### src/rtl/spq_pkg.sv
// Types and constants of the sorted priority queue.
package spq_pkg;

  localparam int unsigned QueueDepthDef   = 64;
  localparam int unsigned PriorityBitsDef = 16;
  localparam int unsigned IdW             = 16;
  localparam int unsigned PrioFieldW      = 16;
  localparam int unsigned StatusW         = 2;
  localparam int unsigned CountW          = 7;

  typedef enum logic [StatusW-1:0] {
    StDone     = 2'd0,
    StFull     = 2'd1,
    StNotFound = 2'd2
  } status_e;

  typedef enum logic {
    OpInsert = 1'b0,
    OpRemove = 1'b1
  } opcode_e;

  typedef enum logic [2:0] {
    SIdle,
    SWalk,
    STail,
    SHeadRd,
    SHeadWait
  } state_e;

endpackage

### src/rtl/spq_ram.sv
// Generic single-write, single-read RAM with registered read data.
module spq_ram #(
  parameter int unsigned Width = 32,
  parameter int unsigned Depth = 64
) (
  input  logic                                        clk_i,
  input  logic                                        we_i,
  input  logic [((Depth > 1) ? $clog2(Depth) : 1)-1:0] waddr_i,
  input  logic [Width-1:0]                            wdata_i,
  input  logic                                        re_i,
  input  logic [((Depth > 1) ? $clog2(Depth) : 1)-1:0] raddr_i,
  output logic [Width-1:0]                            rdata_o
);

  logic [Width-1:0] mem_q [Depth];
  logic [Width-1:0] rdata_q;

  always_ff @(posedge clk_i) begin
    if (we_i) begin
      mem_q[waddr_i] <= wdata_i;
    end
    if (re_i) begin
      rdata_q <= mem_q[raddr_i];
    end
  end

  assign rdata_o = rdata_q;

endmodule

### src/rtl/sorted_priority_queue_top.sv
// Sorted priority queue: top level with walk sequencer and entry RAM.
//
// Requests come in on a valid/ready channel: opcode (insert or remove by id),
// priority and id. Each request gives exactly one response on a valid/ready
// output channel: status, head id and priority, empty flag and entry count.
// Entries live in one RAM kept sorted by descending priority; a new entry
// lands ahead of stored entries of equal priority.
// An insert or remove walks every held entry through the single RAM read
// port, one entry a cycle, then updates the tail and count and reads the
// head before responding. An insert into a full queue skips the walk.
// A new request is taken only after the previous response is loaded;
// in_ready_o is high only while the sequencer is idle.
// Reset empties the queue at once (count to zero; RAM contents are left as
// they are and never used before being written).
// The response sits in an output register; a stalled receiver does not stop
// the next request from being taken and walked, only its final response
// load waits until the previous response has been taken.
module sorted_priority_queue_top #(
  parameter int unsigned QueueDepth   = spq_pkg::QueueDepthDef,
  parameter int unsigned PriorityBits = spq_pkg::PriorityBitsDef
) (
  input  logic                             clk_i,
  input  logic                             rst_ni,
  input  logic                             in_valid_i,
  output logic                             in_ready_o,
  input  logic                             opcode_i,
  input  logic [spq_pkg::PrioFieldW-1:0]   entry_priority_i,
  input  logic [spq_pkg::IdW-1:0]          entry_id_i,
  output logic                             out_valid_o,
  input  logic                             out_ready_i,
  output logic [spq_pkg::StatusW-1:0]      status_o,
  output logic [spq_pkg::IdW-1:0]          head_id_o,
  output logic [spq_pkg::PrioFieldW-1:0]   head_priority_o,
  output logic                             is_empty_o,
  output logic [spq_pkg::CountW-1:0]       entry_count_o
);
  import spq_pkg::*;

  localparam int unsigned AddrW  = (QueueDepth > 1) ? $clog2(QueueDepth) : 1;
  localparam int unsigned CntW   = $clog2(QueueDepth + 1);
  localparam int unsigned EntryW = PriorityBits + IdW;
  localparam logic [CntW-1:0] FullCnt = CntW'(QueueDepth);

  state_e                  state_q, state_d;
  opcode_e                 op_q, op_d;
  status_e                 status_q, status_d;
  logic [PriorityBits-1:0] prio_q, prio_d;
  logic [IdW-1:0]          id_q, id_d;
  logic [CntW-1:0]         cnt_q, cnt_d;
  logic [CntW-1:0]         iss_q, iss_d;
  logic                    pv_q, pv_d;
  logic [AddrW-1:0]        pidx_q, pidx_d;
  logic                    flag_q, flag_d;   // insert: placed; remove: found
  logic [EntryW-1:0]       carry_q, carry_d;

  logic                    out_valid_q, out_valid_d;
  status_e                 out_status_q, out_status_d;
  logic [IdW-1:0]          out_hid_q, out_hid_d;
  logic [PrioFieldW-1:0]   out_hprio_q, out_hprio_d;
  logic                    out_empty_q, out_empty_d;
  logic [CountW-1:0]       out_cnt_q, out_cnt_d;

  logic                    ram_we, ram_re;
  logic [AddrW-1:0]        ram_waddr, ram_raddr;
  logic [EntryW-1:0]       ram_wdata, ram_rdata;
  logic [PriorityBits-1:0] rd_prio;
  logic [IdW-1:0]          rd_id;

  logic [PriorityBits+PrioFieldW-1:0] in_prio_ext;
  logic [PriorityBits+PrioFieldW-1:0] hd_prio_ext;
  logic [CntW+CountW-1:0]             cnt_ext;
  logic [PriorityBits-1:0]            in_prio;

  assign rd_prio     = ram_rdata[EntryW-1:IdW];
  assign rd_id       = ram_rdata[IdW-1:0];
  assign in_prio_ext = {{PrioFieldW{1'b0}}, entry_priority_i};
  assign in_prio     = in_prio_ext[PriorityBits-1:0];
  assign hd_prio_ext = {{PrioFieldW{1'b0}}, rd_prio};
  assign cnt_ext     = {{CountW{1'b0}}, cnt_q};

  spq_ram #(
    .Width (EntryW),
    .Depth (QueueDepth)
  ) u_spq_ram (
    .clk_i   (clk_i),
    .we_i    (ram_we),
    .waddr_i (ram_waddr),
    .wdata_i (ram_wdata),
    .re_i    (ram_re),
    .raddr_i (ram_raddr),
    .rdata_o (ram_rdata)
  );

  always_comb begin
    state_d      = state_q;
    op_d         = op_q;
    status_d     = status_q;
    prio_d       = prio_q;
    id_d         = id_q;
    cnt_d        = cnt_q;
    iss_d        = iss_q;
    pv_d         = pv_q;
    pidx_d       = pidx_q;
    flag_d       = flag_q;
    carry_d      = carry_q;
    out_valid_d  = out_valid_q && !out_ready_i;
    out_status_d = out_status_q;
    out_hid_d    = out_hid_q;
    out_hprio_d  = out_hprio_q;
    out_empty_d  = out_empty_q;
    out_cnt_d    = out_cnt_q;
    ram_we       = 1'b0;
    ram_waddr    = pidx_q;
    ram_wdata    = carry_q;
    ram_re       = 1'b0;
    ram_raddr    = iss_q[AddrW-1:0];
    in_ready_o   = 1'b0;

    case (state_q)
      SIdle: begin
        in_ready_o = 1'b1;
        if (in_valid_i) begin
          op_d     = opcode_e'(opcode_i);
          prio_d   = in_prio;
          id_d     = entry_id_i;
          iss_d    = '0;
          pv_d     = 1'b0;
          flag_d   = 1'b0;
          carry_d  = {in_prio, entry_id_i};
          status_d = StDone;
          if (opcode_e'(opcode_i) == OpInsert && cnt_q == FullCnt) begin
            status_d = StFull;
            state_d  = SHeadRd;
          end else begin
            state_d = SWalk;
          end
        end
      end

      SWalk: begin
        // read one entry ahead, act on the entry read last cycle
        if (iss_q != cnt_q) begin
          ram_re    = 1'b1;
          ram_raddr = iss_q[AddrW-1:0];
          iss_d     = iss_q + CntW'(1);
          pv_d      = 1'b1;
          pidx_d    = iss_q[AddrW-1:0];
        end else begin
          pv_d = 1'b0;
        end
        if (pv_q) begin
          if (op_q == OpInsert) begin
            // once placed, every later entry moves down one slot
            if (flag_q || prio_q >= rd_prio) begin
              ram_we    = 1'b1;
              ram_waddr = pidx_q;
              ram_wdata = carry_q;
              carry_d   = ram_rdata;
              flag_d    = 1'b1;
            end
          end else begin
            if (flag_q) begin
              ram_we    = 1'b1;
              ram_waddr = pidx_q - AddrW'(1);
              ram_wdata = ram_rdata;
            end else if (rd_id == id_q) begin
              flag_d = 1'b1;
            end
          end
        end
        if (iss_q == cnt_q && !pv_q) begin
          state_d = STail;
        end
      end

      STail: begin
        if (op_q == OpInsert) begin
          ram_we    = 1'b1;
          ram_waddr = cnt_q[AddrW-1:0];
          ram_wdata = carry_q;
          cnt_d     = cnt_q + CntW'(1);
        end else if (flag_q) begin
          cnt_d = cnt_q - CntW'(1);
        end else begin
          status_d = StNotFound;
        end
        state_d = SHeadRd;
      end

      SHeadRd: begin
        ram_re    = 1'b1;
        ram_raddr = '0;
        state_d   = SHeadWait;
      end

      SHeadWait: begin
        if (!out_valid_q || out_ready_i) begin
          out_valid_d  = 1'b1;
          out_status_d = status_q;
          out_cnt_d    = cnt_ext[CountW-1:0];
          if (cnt_q == '0) begin
            out_hid_d   = '0;
            out_hprio_d = '0;
            out_empty_d = 1'b1;
          end else begin
            out_hid_d   = rd_id;
            out_hprio_d = hd_prio_ext[PrioFieldW-1:0];
            out_empty_d = 1'b0;
          end
          state_d = SIdle;
        end
      end

      default: begin
        state_d = SIdle;
      end
    endcase
  end

  always_ff @(posedge clk_i or negedge rst_ni) begin
    if (!rst_ni) begin
      state_q     <= SIdle;
      cnt_q       <= '0;
      iss_q       <= '0;
      pv_q        <= 1'b0;
      flag_q      <= 1'b0;
      out_valid_q <= 1'b0;
    end else begin
      state_q     <= state_d;
      cnt_q       <= cnt_d;
      iss_q       <= iss_d;
      pv_q        <= pv_d;
      flag_q      <= flag_d;
      out_valid_q <= out_valid_d;
    end
  end

  always_ff @(posedge clk_i) begin
    op_q         <= op_d;
    status_q     <= status_d;
    prio_q       <= prio_d;
    id_q         <= id_d;
    pidx_q       <= pidx_d;
    carry_q      <= carry_d;
    out_status_q <= out_status_d;
    out_hid_q    <= out_hid_d;
    out_hprio_q  <= out_hprio_d;
    out_empty_q  <= out_empty_d;
    out_cnt_q    <= out_cnt_d;
  end

  assign out_valid_o     = out_valid_q;
  assign status_o        = out_status_q;
  assign head_id_o       = out_hid_q;
  assign head_priority_o = out_hprio_q;
  assign is_empty_o      = out_empty_q;
  assign entry_count_o   = out_cnt_q;

endmodule

### config.mk
export PLATFORM = sky130hd
export DESIGN_NAME = sorted_priority_queue_top
export DESIGN_NICKNAME = d
export VERILOG_FILES = /design/src/rtl/spq_pkg.sv /design/src/rtl/spq_ram.sv /design/src/rtl/sorted_priority_queue_top.sv
export SDC_FILE = /design/constraint.sdc
export NUM_CORES = 2
export LEC_CHECK = 0
export BUFFER_PORTS_ARGS = -buffer_cell sky130_fd_sc_hd__buf_2
export CAP_MARGIN = 20
export CORE_MARGIN = 5
export CORE_UTILIZATION = 40
export DETAILED_ROUTE_END_ITERATION = 10
export GPL_TIMING_DRIVEN = 0
export SETUP_SLACK_MARGIN = 0.5
export SLEW_MARGIN = 20
export SYNTH_ARGS = -nofsm -noshare
export SYNTH_HDL_FRONTEND = slang
export SYNTH_SLANG_ARGS = --single-unit
### constraint.sdc
create_clock -name clk_i -period 9 [get_ports clk_i]
set_clock_uncertainty 0.05 [all_clocks]
set_input_delay 0.9 -clock clk_i [delete_from_list [all_inputs] [get_ports clk_i]]
set_output_delay 0.9 -clock clk_i [all_outputs]
set_load 0.01 [all_outputs]
==> results.py <==
metrics = {
    "cells_and_area": {
        "nets": 6547,
        "instances_no_fill": 9699,
        "utilization": 0.4773,
        "n_fill_cell": 19030,
        "drive_above_1_share": 0.1958,
        "areaGrowthSynthToFinish_pct": 18.58,
    },
    "sta": {
        "slew_headroom": 0.07189,
        "max_freq_mhz": 165.9,
        "fin_tns_setup_ns": 0,
        "fin_crit_ns": 6.029,
        "min_period_over_period": 0.6699,
        "finalSetupViolations": 0,
        "rsz0062_at_grt": "no",
        "tightest_slew_ns": 1.392,
        "finalMaxSlewViolations": 0,
        "timing.hold.ws_ns": 0.1410,
        "hold_viol": 0,
    },
    "global_route": {
        "grt_pass1_vias": 57720,
        "overflow": 0,
        "grt_max_degree": 65,
        "grtUsageTotal": 0.3417,
        "antenna_found_initial": 65,
        "grt_pass1_wl_mm": 535.8,
    },
    "floorplanning": {
        "coreArea_sq_um": 222700,
        "ios": 81,
        "initial_core_util": 0.4025,
        "fp.dieW_microns": 483.4,
        "row_count": 173,
        "die_area_sq_um": 233700,
        "die_h_microns": 483.4,
    },
    "setup_path": {
        "worstPathRequired_ns": 9.53,
        "reg2reg_slack_ns": 2.97,
        "r2r_cells": 9,
        "worstPathArrival_ns": 6.56,
        "path_class": "register to register",
        "startpoint_type": "register",
        "r2r_start": "state_q[1]",
        "end_kind": "register",
        "r2r-end": "u_spq_ram.rdata_o[28]",
        "cp_max_fo": 11,
    },
    "pwr": {
        "p_clk_frac": 0.245,
        "peakVddDrop_mv": 0.2330,
        "intPower_mw": 22.14,
        "switching_share": 0.4341,
        "power.total_mw": 39.12,
        "power_density_nw_per_um2": 368.0,
        "pwr-share-comb": 0.414,
        "p_sw_mw": 16.98,
        "p_leak_nw": 35.30,
        "p_seq_frac": 0.341,
    },
    "synth": {
        "syn-cell-area_sq_um": 89660,
        "ys.flop_type": "edfxtp_1",
        "syn_avg_cell_area_sq_um": 15.39,
        "ys_top_cells_by_count": "edfxtp_1, a21oi_1, mux2i_1",
        "syn_inst": 5825,
        "yosysMostFrequentCell": "edfxtp_1",
        "synth_fp_nets": 5886,
        "synth-edff-count": 2195,
        "synth_largest_area_cell": "edfxtp_1",
        "synth_top_area_frac": 0.7352,
        "yosysSeqAreaShare": 0.7408,
        "ys_top_cells_by_area": "edfxtp_1, mux2i_1, a21oi_1",
        "yosysWarnings": 0,
        "yosysUniqueCellTypes": 88,
        "ys_ff_latch": 2215,
        "synthArstFlopShare": 0.009029,
    },
    "placement": {
        "dp_hpwl_mm": 301.4,
        "gp_congestion": 1.077,
        "port_buffers": 80,
        "place_inst": 9228,
    },
    "cts": {
        "path_clk_slew_ns": 0.06,
        "cts_sinks": 2215,
        "cts-resized-gates": 0,
        "cts_tree": "done",
        "cts_buffers": 227,
        "clk-insertion-delay-late_ns": 0.91,
        "cts_buffer_depth": 3,
        "cts_setup_buffers": 0,
        "cts_root_buf": "clkbuf_16",
        "cts_hold_repair.buffers": 1,
        "cts_max_level": 4,
    },
    "route": {
        "wirelength_mm": 412.6,
        "wl_per_cell_microns": 42.54,
        "vias_per_cell": 6.542,
        "postRouteAntennaNets": 0,
        "dr.pass1.iters": 8,
        "drc": 0,
        "drtIter0Drc": 12220,
        "vias": 63450,
    },
    "flow_run": {
        "drv.max_cap_violation_count": 0,
    },
    "run_status": {
        "outcome": "complete, no violations",
    },
    "worst_hold_path": {
        "whs_path_depth": 1,
        "hold_path_end": "id_q[7]",
        "hp-start": "entry_id_i[7]",
        "hold_class": "input pin to register",
    },
}
-- area by class of cell --
| cell class | count | area (sq um) | area share |
|---|---|---|---|
| Sequential cell | 2215 | 66410 | 0.6247 |
| Multi-Input combinational cell | 3139 | 21870 | 0.2057 |
| Buffer | 417 | 1956 | 0.01839 |
| Tap cell | 2975 | 3722 | 0.03501 |
| Clock buffer | 261 | 5871 | 0.05522 |
| Timing Repair Buffer | 432 | 4603 | 0.04330 |
| Inverter | 54 | 202.7 | 0.001907 |
| Antenna cell | 43 | 107.6 | 0.001012 |
| Clock inverter | 163 | 1568 | 0.01475 |
-- per-stage QoR --
step	setup WS [ns]	cell area, sq um
floorplan	4.309	89660
global placement	-3.120	93780
detailed placement	3.381	98720
CTS	3.380	106200
global route	3.350	106200
finish	2.971	106300
-- how the worst max path moves through the flow --
stage | endpoint | slack [ns] | start
2_1_floorplan | u_spq_ram.mem_q[0][17] | 4.31 | op_q
3_3_place_gp | u_spq_ram.mem_q[58][19] | -3.12 | op_q
3_5_place_dp | u_spq_ram.rdata_o[22] | 3.38 | iss_q[2]
4_1_cts | u_spq_ram.rdata_o[22] | 3.38 | iss_q[2]
5_1_grt | u_spq_ram.rdata_o[28] | 3.35 | state_q[1]
6_report | u_spq_ram.rdata_o[28] | 2.97 | state_q[1]
-- power by group through the flow --
stage,Sequential [mW],Clock (mW),Combinational [mW]
after floorplan,13.6,0,6.26
after global placement,14.0,0,14.0
after detailed placement,13.6,0,15.2
after CTS,13.3,9.58,15.2
after global routing,13.4,10.0,15.9
final,13.4,9.57,16.2
-- cell usage in the layout (no fill, tap or decap), types with 20 or more instances in the layout --
cell	Yosys	layout
nor2b_1	26	26
buf_16	0	38
o211ai_1	86	86
nor3_2	1	50
buf_6	2	53
buf_12	0	45
o221ai_1	81	81
clkbuf_16	0	229
mux2_2	74	57
a21oi_1	427	427
nand3_1	101	101
ha_1	23	23
diode_2	0	43
a221oi_1	81	81
nand2_1	361	360
a31oi_1	39	38
clkinv_1	0	60
and3_1	78	77
o21ai_0	301	285
bufinv_16	0	24
mux2i_1	381	381
nor3_1	98	48
clkbuf_2	0	37
buf_4	20	229
o22ai_1	79	79
nand4_1	26	26
a22oi_1	51	51
mux4_2	70	70
dfrtp_1	20	20
inv_1	52	51
a211oi_1	75	68
clkinv_2	0	52
a32oi_1	30	30
clkbuf_1	172	167
edfxtp_1	2195	2195
nor2_1	352	336
buf_2	193	284
-- worst max-delay path, cell delays in order (launching register included) --
cell and delay (ns):
dfrtp_1 0.47, nand3b_1 0.33, buf_2 0.44, buf_2 0.58, buf_2 0.60, nand2_1 0.58
nor2_1 0.98, o21ai_0 0.59, a31oi_1 0.79, o32ai_1 0.25
-- state kept, by name, indices dropped and copies added (netlist names), 6 cells and up --
| register | count |
|---|---|
| head_id_o | 16 |
| entry_count_o | 7 |
| prio_q | 16 |
| head_priority_o | 16 |
| u_spq_ram.rdata_o | 32 |
| pidx_q | 6 |
| u_spq_ram.mem_q | 2048 |
| iss_q | 7 |
| carry_q | 32 |
| id_q | 16 |
| cnt_q | 7 |
-- layer usage --
metal / up-vias / GRT usage / share of wire
met1: 32240 / 0.4362 / 0.36
li1: 24420 / - / -
met2: 5489 / 0.4801 / 0.41
met4: 30 / 0.2377 / 0.085
met3: 1272 / 0.1285 / 0.14
met5: - / 0 / 0.00055
-- logic make-up (layout without fill, tap and decap cells) --
family	after synthesis	in the layout	share of synthesized area
XOR/XNOR	32	32	0.003126
adder cells (fa/ha/maj)	24	24	0.003433
multiplexers	525	525	0.06941
other	0	43	0
buffers and inverters	471	1327	0.02342
flip-flops	2215	2215	0.7408
AO/OA/AOI/OAI	1434	1434	0.1032
AND/OR/NAND/NOR	1124	1124	0.05667
Power figures use the tool's default switching activity.
